==> src/rtl/hhe_pkg.sv <==
package hhe_pkg;

	localparam int NAME_DEPTH_DEF = 64;
	localparam int COUNT_BITS_DEF = 16;

	localparam int MIN_PACKET  = 40;
	localparam int MIN_TCP     = 20;
	localparam int TCP_OFS_IDX = 12;
	localparam int MARK_LEN    = 6;

	localparam logic [7:0] CH_CR = 8'h0D;
	localparam logic [7:0] CH_LF = 8'h0A;
	localparam logic [7:0] CH_SP = 8'h20;
	localparam logic [7:0] CH_H  = 8'h48;

	typedef struct packed {
		logic take;
		logic eval;
		logic trim_rd;
		logic trim_dec;
		logic emit_rd;
		logic emit_load;
		logic none_load;
		logic clear;
	} cmd_t;

	typedef struct packed {
		logic eval_cut;
		logic eval_zero;
		logic rd_trim;
		logic len_one;
		logic k_last;
		logic out_free;
	} stat_t;

	// "Host: "
	function automatic logic [7:0] mark_char(input logic [2:0] idx);
		logic [7:0] c;
		case (idx)
			3'd0: c = 8'h48;
			3'd1: c = 8'h6F;
			3'd2: c = 8'h73;
			3'd3: c = 8'h74;
			3'd4: c = 8'h3A;
			default: c = 8'h20;
		endcase
		return c;
	endfunction

endpackage

==> src/rtl/http_host_header_extractor_core.sv <==
// Host name extractor for IPv4/TCP packets.
// Input channel: one packet byte per item (data_byte, end_of_packet on the last
// byte), with in_valid / in_stall. Bytes are taken one per cycle while parsing.
// Output channel: one item per host name byte (host_byte, last_of_name,
// name_found, name_truncated) with out_valid / out_stall, or a single no-name
// item (host_byte 0, last_of_name 1) when no name is extracted.
// After the end-of-packet byte, in_stall is high while the name is evaluated and
// sent: an evaluation step; unless the name was cut, a read and a check of each
// trailing CR or space trimmed and of the last kept byte; then per name byte a
// read from the name store and a load of the output register. A no-name item
// follows evaluation, or the trimming if it removed the whole name. The next
// packet's first byte is taken as soon as the final item sits in the output
// register. A stalled receiver holds the output register and the emission waits.
// Reset (arst_n low, asynchronous) clears all packet state and the output valid;
// the name store itself is not cleared and needs no clearing pass.
module http_host_header_extractor_core #(
	parameter int NAME_DEPTH = hhe_pkg::NAME_DEPTH_DEF,
	parameter int COUNT_BITS = hhe_pkg::COUNT_BITS_DEF
) (
	input  logic       clk,
	input  logic       arst_n,
	input  logic       in_valid,
	output logic       in_stall,
	input  logic [7:0] data_byte,
	input  logic       end_of_packet,
	output logic       out_valid,
	input  logic       out_stall,
	output logic [7:0] host_byte,
	output logic       last_of_name,
	output logic       name_found,
	output logic       name_truncated
);

	import hhe_pkg::*;

	cmd_t  cmd;
	stat_t stat;

	hhe_ctrl u_ctrl (
		.clk           (clk),
		.arst_n        (arst_n),
		.in_valid      (in_valid),
		.end_of_packet (end_of_packet),
		.in_stall      (in_stall),
		.cmd           (cmd),
		.stat          (stat)
	);

	hhe_datapath #(
		.NAME_DEPTH (NAME_DEPTH),
		.COUNT_BITS (COUNT_BITS)
	) u_dp (
		.clk            (clk),
		.arst_n         (arst_n),
		.data_byte      (data_byte),
		.cmd            (cmd),
		.stat           (stat),
		.out_stall      (out_stall),
		.out_valid      (out_valid),
		.host_byte      (host_byte),
		.last_of_name   (last_of_name),
		.name_found     (name_found),
		.name_truncated (name_truncated)
	);

	a_eop_stalls: assert property (@(posedge clk) disable iff (!arst_n)
		(in_valid && !in_stall && end_of_packet) |=> in_stall)
		else $error("input taken right after end of packet");

	a_no_name_form: assert property (@(posedge clk) disable iff (!arst_n)
		(out_valid && !name_found) |-> (last_of_name && host_byte == 8'h00 && !name_truncated))
		else $error("malformed no-name item");

	a_trunc_found: assert property (@(posedge clk) disable iff (!arst_n)
		(out_valid && name_truncated) |-> name_found)
		else $error("truncated flag without a name");

	a_one_load: assert property (@(posedge clk) disable iff (!arst_n)
		!(cmd.take && (cmd.emit_load || cmd.none_load || cmd.eval)))
		else $error("input taken during evaluation or emission");

endmodule

==> src/rtl/hhe_ram.sv <==
module hhe_ram #(
	parameter int WIDTH = 8,
	parameter int DEPTH = 64
) (
	input  logic                     clk,
	input  logic                     wr_en,
	input  logic [$clog2(DEPTH)-1:0] wr_addr,
	input  logic [WIDTH-1:0]         wr_data,
	input  logic                     rd_en,
	input  logic [$clog2(DEPTH)-1:0] rd_addr,
	output logic [WIDTH-1:0]         rd_data
);

	logic [WIDTH-1:0] mem_q [DEPTH];

	always_ff @(posedge clk) begin
		if (wr_en) begin
			mem_q[wr_addr] <= wr_data;
		end
		if (rd_en) begin
			rd_data <= mem_q[rd_addr];
		end
	end

endmodule

==> src/rtl/hhe_datapath.sv <==
module hhe_datapath #(
	parameter int NAME_DEPTH = hhe_pkg::NAME_DEPTH_DEF,
	parameter int COUNT_BITS = hhe_pkg::COUNT_BITS_DEF
) (
	input  logic          clk,
	input  logic          arst_n,
	input  logic [7:0]    data_byte,
	input  hhe_pkg::cmd_t cmd,
	output hhe_pkg::stat_t stat,
	input  logic          out_stall,
	output logic          out_valid,
	output logic [7:0]    host_byte,
	output logic          last_of_name,
	output logic          name_found,
	output logic          name_truncated
);

	import hhe_pkg::*;

	localparam int AW = $clog2(NAME_DEPTH);
	localparam int SW = $clog2(NAME_DEPTH + 1);
	localparam int CW = COUNT_BITS;
	localparam logic [CW-1:0] CNT_MAX = '1;
	localparam logic [SW-1:0] DEPTH_S = SW'(NAME_DEPTH);

	logic [CW-1:0] bc_q;
	logic [5:0]    ip_q;
	logic [5:0]    tcp_q;
	logic          tcp_known_q;
	logic [2:0]    match_q;
	logic          capturing_q;
	logic [SW-1:0] stored_q;
	logic [CW-1:0] cap_len_q;
	logic [CW-1:0] crlf_pos_q;
	logic          crlf_seen_q;
	logic [CW-1:0] lf_pos_q;
	logic          lf_seen_q;
	logic [CW-1:0] over_pos_q;
	logic          over_seen_q;
	logic          prev_cr_q;
	logic [SW-1:0] len_q;
	logic [AW-1:0] k_q;
	logic          cut_q;
	logic          out_valid_q;

	logic [7:0]    hdr_end;
	logic [7:0]    tcp_at;
	logic          tcp_ok;
	logic          search_en;
	logic          cap_en;
	logic          is_lf;
	logic          is_trim;
	logic          crlf_hit;
	logic          store_en;
	logic          mark_hit;
	logic          ok;
	logic [CW-1:0] end_pos;
	logic          cut_now;
	logic [SW-1:0] n0;
	logic [SW-1:0] eval_len;
	logic [SW-1:0] len_m1;
	logic          rd_en;
	logic [AW-1:0] rd_addr;
	logic [7:0]    rd_data;

	assign hdr_end   = 8'(ip_q) + 8'(tcp_q);
	assign tcp_at    = 8'(ip_q) + 8'(TCP_OFS_IDX);
	assign tcp_ok    = tcp_known_q && (tcp_q >= 6'(MIN_TCP));
	assign search_en = !capturing_q && tcp_ok && (bc_q >= CW'(hdr_end));
	assign cap_en    = capturing_q && !crlf_seen_q;
	assign is_lf     = (data_byte == CH_LF);
	assign is_trim   = (data_byte == CH_CR) || (data_byte == CH_SP);
	assign crlf_hit  = is_lf && prev_cr_q && (cap_len_q != '0);
	assign store_en  = cmd.take && cap_en && !crlf_hit && (stored_q < DEPTH_S);
	assign mark_hit  = (data_byte == mark_char(match_q));

	// end of packet evaluation
	assign ok = (bc_q >= CW'(MIN_PACKET)) && tcp_ok && (CW'(hdr_end) < bc_q) && capturing_q;
	assign end_pos = crlf_seen_q ? crlf_pos_q : (lf_seen_q ? lf_pos_q : cap_len_q);
	assign cut_now = ok && over_seen_q && (over_pos_q < end_pos);
	assign n0 = (end_pos < CW'(stored_q)) ? end_pos[SW-1:0] : stored_q;
	assign eval_len = cut_now ? stored_q : (ok ? n0 : '0);

	assign len_m1  = len_q - SW'(1);
	assign rd_en   = cmd.trim_rd || cmd.emit_rd;
	assign rd_addr = cmd.trim_rd ? len_m1[AW-1:0] : k_q;

	assign stat.eval_cut  = cut_now;
	assign stat.eval_zero = (eval_len == '0);
	assign stat.rd_trim   = (rd_data == CH_CR) || (rd_data == CH_SP);
	assign stat.len_one   = (len_q == SW'(1));
	assign stat.k_last    = ((SW'(k_q) + SW'(1)) == len_q);
	assign stat.out_free  = !out_valid_q || !out_stall;

	hhe_ram #(
		.WIDTH(8),
		.DEPTH(NAME_DEPTH)
	) u_store (
		.clk     (clk),
		.wr_en   (store_en),
		.wr_addr (stored_q[AW-1:0]),
		.wr_data (data_byte),
		.rd_en   (rd_en),
		.rd_addr (rd_addr),
		.rd_data (rd_data)
	);

	always_ff @(posedge clk or negedge arst_n) begin
		if (!arst_n) begin
			bc_q        <= '0;
			ip_q        <= '0;
			tcp_q       <= '0;
			tcp_known_q <= 1'b0;
			match_q     <= '0;
			capturing_q <= 1'b0;
			stored_q    <= '0;
			cap_len_q   <= '0;
			crlf_pos_q  <= '0;
			crlf_seen_q <= 1'b0;
			lf_pos_q    <= '0;
			lf_seen_q   <= 1'b0;
			over_pos_q  <= '0;
			over_seen_q <= 1'b0;
			prev_cr_q   <= 1'b0;
		end else if (cmd.clear) begin
			bc_q        <= '0;
			ip_q        <= '0;
			tcp_q       <= '0;
			tcp_known_q <= 1'b0;
			match_q     <= '0;
			capturing_q <= 1'b0;
			stored_q    <= '0;
			cap_len_q   <= '0;
			crlf_pos_q  <= '0;
			crlf_seen_q <= 1'b0;
			lf_pos_q    <= '0;
			lf_seen_q   <= 1'b0;
			over_pos_q  <= '0;
			over_seen_q <= 1'b0;
			prev_cr_q   <= 1'b0;
		end else if (cmd.take) begin
			if (bc_q != CNT_MAX) begin
				bc_q <= bc_q + CW'(1);
			end
			if (bc_q == '0) begin
				ip_q <= {data_byte[3:0], 2'b00};
			end else if (!tcp_known_q && (bc_q == CW'(tcp_at))) begin
				tcp_q       <= {data_byte[7:4], 2'b00};
				tcp_known_q <= 1'b1;
			end
			if (cap_en) begin
				if (crlf_hit) begin
					crlf_pos_q  <= cap_len_q - CW'(1);
					crlf_seen_q <= 1'b1;
				end else begin
					if (is_lf && !lf_seen_q) begin
						lf_pos_q  <= cap_len_q;
						lf_seen_q <= 1'b1;
					end
					if (stored_q < DEPTH_S) begin
						stored_q <= stored_q + SW'(1);
					end else if (!over_seen_q && !is_trim) begin
						over_pos_q  <= cap_len_q;
						over_seen_q <= 1'b1;
					end
					prev_cr_q <= (data_byte == CH_CR);
					if (cap_len_q != CNT_MAX) begin
						cap_len_q <= cap_len_q + CW'(1);
					end
				end
			end else if (search_en) begin
				if (mark_hit) begin
					if (match_q == 3'(MARK_LEN - 1)) begin
						match_q     <= '0;
						capturing_q <= 1'b1;
					end else begin
						match_q <= match_q + 3'd1;
					end
				end else begin
					match_q <= (data_byte == CH_H) ? 3'd1 : 3'd0;
				end
			end
		end
	end

	always_ff @(posedge clk or negedge arst_n) begin
		if (!arst_n) begin
			len_q <= '0;
			k_q   <= '0;
			cut_q <= 1'b0;
		end else begin
			if (cmd.eval) begin
				len_q <= eval_len;
				cut_q <= cut_now;
			end else if (cmd.trim_dec) begin
				len_q <= len_m1;
			end
			if (cmd.clear) begin
				k_q <= '0;
			end else if (cmd.emit_load) begin
				k_q <= k_q + AW'(1);
			end
		end
	end

	always_ff @(posedge clk or negedge arst_n) begin
		if (!arst_n) begin
			out_valid_q <= 1'b0;
		end else if (cmd.emit_load || cmd.none_load) begin
			out_valid_q <= 1'b1;
		end else if (!out_stall) begin
			out_valid_q <= 1'b0;
		end
	end

	always_ff @(posedge clk) begin
		if (cmd.emit_load) begin
			host_byte      <= rd_data;
			last_of_name   <= stat.k_last;
			name_found     <= 1'b1;
			name_truncated <= cut_q;
		end else if (cmd.none_load) begin
			host_byte      <= 8'h00;
			last_of_name   <= 1'b1;
			name_found     <= 1'b0;
			name_truncated <= 1'b0;
		end
	end

	assign out_valid = out_valid_q;

endmodule

==> src/rtl/hhe_ctrl.sv <==
module hhe_ctrl (
	input  logic           clk,
	input  logic           arst_n,
	input  logic           in_valid,
	input  logic           end_of_packet,
	output logic           in_stall,
	output hhe_pkg::cmd_t  cmd,
	input  hhe_pkg::stat_t stat
);

	import hhe_pkg::*;

	localparam logic [2:0] S_IDLE     = 3'd0;
	localparam logic [2:0] S_EVAL     = 3'd1;
	localparam logic [2:0] S_TRIM_RD  = 3'd2;
	localparam logic [2:0] S_TRIM_CHK = 3'd3;
	localparam logic [2:0] S_EMIT_RD  = 3'd4;
	localparam logic [2:0] S_EMIT_WR  = 3'd5;
	localparam logic [2:0] S_NONE     = 3'd6;

	logic [2:0] state_q;
	logic [2:0] state_d;

	assign in_stall = (state_q != S_IDLE);

	always_comb begin
		cmd     = '0;
		state_d = state_q;
		unique case (state_q)
			S_IDLE: begin
				if (in_valid) begin
					cmd.take = 1'b1;
					if (end_of_packet) begin
						state_d = S_EVAL;
					end
				end
			end
			S_EVAL: begin
				cmd.eval = 1'b1;
				if (stat.eval_cut) begin
					state_d = S_EMIT_RD;
				end else if (stat.eval_zero) begin
					state_d = S_NONE;
				end else begin
					state_d = S_TRIM_RD;
				end
			end
			S_TRIM_RD: begin
				cmd.trim_rd = 1'b1;
				state_d     = S_TRIM_CHK;
			end
			S_TRIM_CHK: begin
				if (stat.rd_trim) begin
					cmd.trim_dec = 1'b1;
					state_d      = stat.len_one ? S_NONE : S_TRIM_RD;
				end else begin
					state_d = S_EMIT_RD;
				end
			end
			S_EMIT_RD: begin
				cmd.emit_rd = 1'b1;
				state_d     = S_EMIT_WR;
			end
			S_EMIT_WR: begin
				if (stat.out_free) begin
					cmd.emit_load = 1'b1;
					if (stat.k_last) begin
						cmd.clear = 1'b1;
						state_d   = S_IDLE;
					end else begin
						state_d = S_EMIT_RD;
					end
				end
			end
			S_NONE: begin
				if (stat.out_free) begin
					cmd.none_load = 1'b1;
					cmd.clear     = 1'b1;
					state_d       = S_IDLE;
				end
			end
			default: begin
				state_d = S_IDLE;
			end
		endcase
	end

	always_ff @(posedge clk or negedge arst_n) begin
		if (!arst_n) begin
			state_q <= S_IDLE;
		end else begin
			state_q <= state_d;
		end
	end

endmodule
==> config.mk <==
export PLATFORM = sky130hd
export DESIGN_NAME = http_host_header_extractor_core
export DESIGN_NICKNAME = d
export VERILOG_FILES = /design/src/rtl/hhe_pkg.sv /design/src/rtl/http_host_header_extractor_core.sv /design/src/rtl/hhe_ram.sv /design/src/rtl/hhe_datapath.sv /design/src/rtl/hhe_ctrl.sv
export SDC_FILE = /design/constraint.sdc
export NUM_CORES = 1
export LEC_CHECK = 0
export BUFFER_PORTS_ARGS = -buffer_cell sky130_fd_sc_hd__buf_2
export CAP_MARGIN = 30
export CORE_MARGIN = 2
export CORE_UTILIZATION = 32
export CTS_BUF_LIST = sky130_fd_sc_hd__clkbuf_8
export DETAILED_ROUTE_END_ITERATION = 10
export PLACE_DENSITY = 0.47
export SLEW_MARGIN = 0
export SYNTH_ARGS = -nofsm -noshare
export SYNTH_HDL_FRONTEND = slang
export SYNTH_SLANG_ARGS = --single-unit
export TNS_END_PERCENT = 10
==> constraint.sdc <==
create_clock -name clk -period 3.77 [get_ports clk]
set_input_delay 0.754 -clock clk [delete_from_list [all_inputs] [get_ports clk]]
set_output_delay 0.754 -clock clk [all_outputs]
set_load 0.1 [all_outputs]
# Word level (Yosys, flattened, before mapping)
# Memories as Yosys holds them, arrays and structs flattened. A register that Yosys moved wholly into a read port is not among the register bits.
# Cells that the tools add are included.
word_totals:
  regBits: 137
  latchBits: 0
  ramBits: 512
  mem_bits_ro: 0
  n_memories: 1
op_classes:
  add_sub_neg: 10
  mul: 0
  div_mod_pow: 0
  order_cmp: 7
  n_eq_ne: 32
  n_shift: 0
  muxes: 116
  bitwise_logic: 0
  reduce_logical: 65
mem_list:
  columns: ["memory", "depth", "word_bits", "read_ports", "rd_clocked_by_memory_dff", "write_ports", "line", "rtl"]
  rows:
  - ["u_dp.u_store.mem_q", 64, 8, 1, 1, 1, "hhe_ram.sv:14", "logic [WIDTH-1:0] mem_q [DEPTH];"]
op_table:
  columns: ["op", "n"]
  rows:
  - ["$mux W16", 25]
  - ["$mux W7", 10]
  - ["$mux W6", 10]
  - ["$mux W1", 50]
  - ["$mux W3", 15]
  - ["$pmux W7 S5", 1]
  - ["$add A16 B1 Y16 const B", 2]
  - ["$ne A16 B16 Y1 const B", 2]
  - ["$reduce_bool A2 Y1", 16]
  - ["$eq A8 B4 Y1 const B", 3]
  - ["$pmux W3 S7", 1]
  - ["$logic_and A1 B1 Y1", 17]
  - ["$eq A16 B8 Y1", 1]
  - ["$eq A8 B6 Y1 const B", 2]
  - ["$ge A16 B6 Y1 const B", 1]
  - ["$ge A16 B8 Y1", 1]
  - ["$logic_not A16 Y1", 1]
  - ["$lt A16 B16 Y1", 1]
  - ["$lt A16 B7 Y1", 1]
  - ["$lt A8 B16 Y1", 1]
  - ["$mux W8", 2]
  - ["$ne A2 B2 Y1 const B", 8]
  - ["$reduce_and A4 Y1", 4]
  - ["$reduce_bool A16 Y1", 1]
  - ["other kinds (28)", 54]

# Logic depth before layout (Yosys ltp)
logic_depth:
  depth_word: 12
  ltp_mapped: 13
  mapped_depth_nobuf: 12

# Hierarchy
# Synthesis repeated with hierarchy kept, for this count alone.
unflattened:
  cells_unflattened: 1864
  area_unflattened_um2: 28930.2
by_module_without_submodules:
  columns: ["mod", "instances", "cells_per_inst", "area_each_um2"]
  rows:
  - ["hhe_ram", 1, 940, 20241.9]
  - ["hhe_datapath", 1, 891, 8408.1]
  - ["hhe_ctrl", 1, 33, 280.3]

# Least setup slack after synthesis
# OpenSTA, ideal clock, no wires.
synth_path:
  kind: "register to register"
  startpoint: "register u_dp.lf_seen_q"
  endpoint: "register u_dp.len_q[5]"
  setup_time_ps: 146
  t_arrival_ps: 3199
  required_time_ps: 3624
  setup_slack_ps: 426
  path_stages_with_launch: 14
  path_buffers: 2
  synth_period_minus_slack_ps: 3344
  path_cell_list: "dfrtp_1 -> buf_2 -> buf_2 -> mux2i_1 -> o21ai_0 -> inv_1 -> ha_1 -> nand4_1 -> or4b_2 -> a211o_1 -> o211ai_1 -> nand3_1 -> mux2i_1 -> o221ai_1"
synth_between:
  elab_chain_cells: 7
synth_lines:
  columns: ["element", "line", "rtl"]
  rows:
  - ["from (decl)", "hhe_datapath.sv:37", "logic lf_seen_q;"]
  - ["from (signal assigned)", "hhe_datapath.sv:121", "lf_seen_q <= 1'b0;"]
  - ["from (signal assigned)", "hhe_datapath.sv:137", "lf_seen_q <= 1'b0;"]
  - ["from (signal assigned)", "hhe_datapath.sv:158", "lf_seen_q <= 1'b1;"]
  - ["$mux W16 * (2 in series)", "hhe_datapath.sv:79", "assign end_pos = crlf_seen_q ? crlf_pos_q : (lf_seen_q ? lf_pos_q : cap_len_q);"]
  - ["$lt A16 B7 Y1", "hhe_datapath.sv:81", "assign n0 = (end_pos < CW'(stored_q)) ? end_pos[SW-1:0] : stored_q;"]
  - ["$mux W7", "hhe_datapath.sv:81", null]
  - ["$mux W7", "hhe_datapath.sv:82", "assign eval_len = cut_now ? stored_q : (ok ? n0 : '0);"]
  - ["$mux W7 *", "hhe_datapath.sv:82", null]
  - ["$mux W7 *", "hhe_datapath.sv:192", "if (cmd.eval) begin"]
  - ["to (signal assigned)", "hhe_datapath.sv:193", "len_q <= eval_len;"]
  - ["to (signal assigned)", "hhe_datapath.sv:196", "len_q <= len_m1;"]
  - ["to (decl)", "hhe_datapath.sv:41", "logic [SW-1:0] len_q;"]
# Mark *: on every way between the ends. The rest lies on a longest branch, timed or not.
# A chain may end at the register's enable or synchronous reset.

# Final worst setup path
layout_path:
  startpoint: "register u_ctrl.state_q[0]"
  endpoint: "register u_dp.u_store.rd_data[6], read port of u_dp.u_store.mem_q (data pin)"
layout_between:
  elab_chain_cells: 3
layout_lines:
  columns: ["element", "line", "rtl"]
  rows:
  - ["from (decl)", "hhe_ctrl.sv:21", "logic [2:0] state_q;"]
  - ["from (signal assigned)", "hhe_ctrl.sv:92", "state_q <= state_d;"]
  - ["$eq A3 B2 Y1 / $eq A3 B3 Y1 (equally long branches)", "hhe_ctrl.sv:29", "unique case (state_q)"]
  - ["$mux W1", "hhe_ctrl.sv:29", null]
  - ["$mux W6 / $logic_or A1 B1 Y1 (equally long branches)", "hhe_datapath.sv:86, hhe_datapath.sv:85", null]
  - ["to (decl)", "hhe_ram.sv:11", "output logic [WIDTH-1:0] rd_data"]
# Several ways; a longest one is shown, not always the timed one.

==> results.json <==
{
  "yosysUniqueCellTypes": 80,
  "cts_sinks": 653,
  "avgRoutedWirePerCell_um": 22.50,
  "synth_nets": 2301,
  "yosys.area.top_type": "edfxtp_1",
  "wirelength_um": 81980,
  "multiInputGateArea_mm2": 0.009309,
  "required_ns": 4.22,
  "setup_violations": 0,
  "gr-total-overflow": 0,
  "cts_tree": "built",
  "grt_pass1_wl_um": 122400,
  "r2r_start": "u_ctrl.state_q[0]",
  "cap_violations": 0,
  "power_density_mw_per_mm2": 686.4,
  "synth_top_cell_area_share": 0.5454,
  "gp_congestion": 0.8290,
  "grt_antenna_before_repair": 3,
  "hold_viol": 0,
  "crit_type": "reg2reg",
  "dpl.hpwl_um": 53710,
  "drtIter0Drc": 1411,
  "fp.coreArea_mm2": 0.09015,
  "initial_core_util": 0.3237,
  "numPortBuffers": 25,
  "avgViaCountPerCell": 5.151,
  "finClkSkew_ns": 0.03792,
  "cp-start-kind": "flop",
  "final_common_cell": "edfxtp_1",
  "netlist_area_mm2": 0.02918,
  "clkLatencyLatePin_ns": 0.72,
  "grt_pass1_vias": 18960,
  "ys_async_sr_fraction": 0.1868,
  "peakVddDrop_mv": 0.6797,
  "cpMaxStageDelayCell": "mux2_4",
  "stdcell_area_mm2": 0.03368,
  "slew_headroom": 0.3856,
  "numCtsBuffers": 109,
  "drive_gt1_frac": 0.1642,
  "period_share": 0.9731,
  "fp-row-count": 110,
  "nets": 2431,
  "fp.dieH_um": 306.0,
  "layout_common_cells": "edfxtp_1 (530), nand2_1 (310), nor2_1 (154), mux2i_1 (135), dfrtp_1 (122)",
  "synth_area_leaders": "edfxtp_1 (55%), dfrtp_1 (10%), mux2i_1 (4.6%)",
  "crit_path_end_kind": "flop",
  "rsz0062_at_grt": "yes",
  "clockRootBuffer": "clkbuf_8",
  "drc": 0,
  "clk_pin_slew_ns": 0.07,
  "critPathMaxStageDelay_ns": 0.76,
  "slew_violations": 0,
  "io_pins": 26,
  "fill_cells": 8673,
  "cp.arrival_ns": 4.12,
  "period_minus_slack_ns": 3.669,
  "syn_to_final_growth_pct": 15.42,
  "placed_area_mm2": 0.03144,
  "yosys_register_bits": 653,
  "synth_warnings": 0,
  "p_leak_nw": 12.45,
  "finalPower_mw": 23.12,
  "dieArea_mm2": 0.09362,
  "grt_max_degree": 73,
  "syn_area_per_cell_um2": 12.99,
  "worstSetupStartpoint": "u_ctrl.state_q[0]",
  "ant_nets": 0,
  "holdCritPathClass": "in2async",
  "vias": 18770,
  "ys_seq_area_frac": 0.6507,
  "htreeDepth": 3,
  "grt_use_total": 0.1739,
  "firstDrtPassIters": 5,
  "postSynthCellCount": 2247,
  "synth_top_flop_cell": "edfxtp_1",
  "clockBufferDepth": 3,
  "regArea_mm2": 0.01899,
  "status": "finished, final reports clean",
  "synth-edff-count": 530,
  "fmax_mhz": 272.6,
  "crit_chain": "buf_4 > nor3b_2 > mux2_4 > buf_4 > a311oi_1 > nor4b_1 > buf_4 > a22oi_1 > and3_1",
  "die_x_um": 306.0,
  "cp_max_fo": 56,
  "rr_worst_depth": 9,
  "worst_slew_pin_slew_ns": 0.9092,
  "worst_path_most_repeated_cell": "buf_4"
}
-- kinds of logic after synthesis --
group,share of synthesized area
AND/OR/NAND/NOR,0.1202
flip-flops,0.6507
AO/OA/AOI/OAI,0.08078
buffers and inverters,0.03495
multiplexers,0.07525
XOR/XNOR,0.02028
adder cells (fa/ha/maj),0.01784
-- flip-flops by register name, indices dropped and copies added, names as in the netlist, 6 cells and up --
register and count:
u_dp.len_q 7, u_dp.stored_q 7, u_dp.k_q 6, u_dp.u_store.mem_q 512, u_dp.host_byte 8, u_dp.crlf_pos_q 16, u_dp.bc_q 16, u_dp.over_pos_q 16
u_dp.cap_len_q 16, u_dp.u_store.rd_data 8, u_dp.lf_pos_q 16
-- power breakdown --
part / internal, mW / switching [mW]
Combinational: 3.01 / 5.45
Sequential: 8.13 / 0.257
Clock: 3.31 / 2.97
-- final cells by class --
| class | instances | share of cell area |
|---|---|---|
| flip-flops and latches | 653 | 0.5638 |
| clock buffers | 118 | 0.04822 |
| diodes | 2 | 0.0001486 |
| clock inverters | 82 | 0.01564 |
| repair buffers | 159 | 0.04209 |
| multi-input cells | 1364 | 0.2764 |
| inverters | 90 | 0.01003 |
| well taps | 1176 | 0.04369 |
-- metrics by stage --
stage | setup TNS (ns) | cells | setup WS [ns] | util | hold WS (ns)
2_1_floorplan | 0 | 2247 | 0.4256 | - | 0.4377
3_3_place_gp | -0.7990 | 3440 | -0.06388 | 0.3484 | 0.5027
3_5_place_dp | 0 | 3442 | 0.04540 | 0.3487 | 0.5082
4_1_cts | 0 | 3642 | 0.04815 | 0.3726 | 0.01885
5_1_grt | -0.02995 | 3643 | -0.005039 | 0.3736 | 0.04659
6_report | 0 | 3644 | 0.1014 | 0.3736 | 0.03387
-- synth_stat cells (12+ instances only) --
cell type,count
nand3_1,120
a21o_1,15
and2_1,16
nor2_1,178
nand2_1,310
buf_2,56
edfxtp_1,530
a311oi_1,41
inv_1,88
xnor2_1,46
a32oi_1,32
clkbuf_1,64
nor4b_1,12
a211oi_1,76
mux2i_1,135
o22ai_1,21
a21oi_1,27
ha_1,40
dfrtp_1,122
o21ai_0,37
buf_4,15
and3_1,17
mux4_2,32
xor2_1,19
nor3_1,24
-- worst paths after layout --
path	to	slack [ns]
max in group asynchronous	u_dp.bc_q[10]	2.94
min reg2reg	u_dp.cut_q	0.52
max	u_dp.u_store.rd_data[6]	0.10
min in group clk	u_ctrl.state_q[0]	0.34
max reg2reg	u_dp.u_store.rd_data[6]	0.10
min	u_dp.lf_pos_q[2]	0.03
-- critical path: cells and delay by family, from the launching register on --
| kind | cells | cell delay (ns) |
|---|---|---|
| AND/OR/NAND/NOR | 3 | 1.11 |
| buffers and inverters | 3 | 0.88 |
| multiplexers | 1 | 0.76 |
| flip-flops | 1 | 0.38 |
| AO/OA/AOI/OAI | 2 | 0.23 |
-- what timing repair did --
item,4_1_cts,5_1_grt
buffers inserted,0,0
gates resized for setup,1,29
pin swaps,0,0
hold buffers,0,0
endpoints found under the setup margin,3,196
hold endpoints to repair,0,0
-- metal layers --
layer / global-route usage / up-vias / part of all wire
met3: 0.03069 / 153 / 0.048
li1: - / 8680 / -
met2: 0.2860 / 431 / 0.48
met5: 0 / - / 0.00016
met4: 0.06507 / 2 / 0.029
met1: 0.2299 / 9503 / 0.44
No activity file was read; power rests on OpenSTA's default activity.
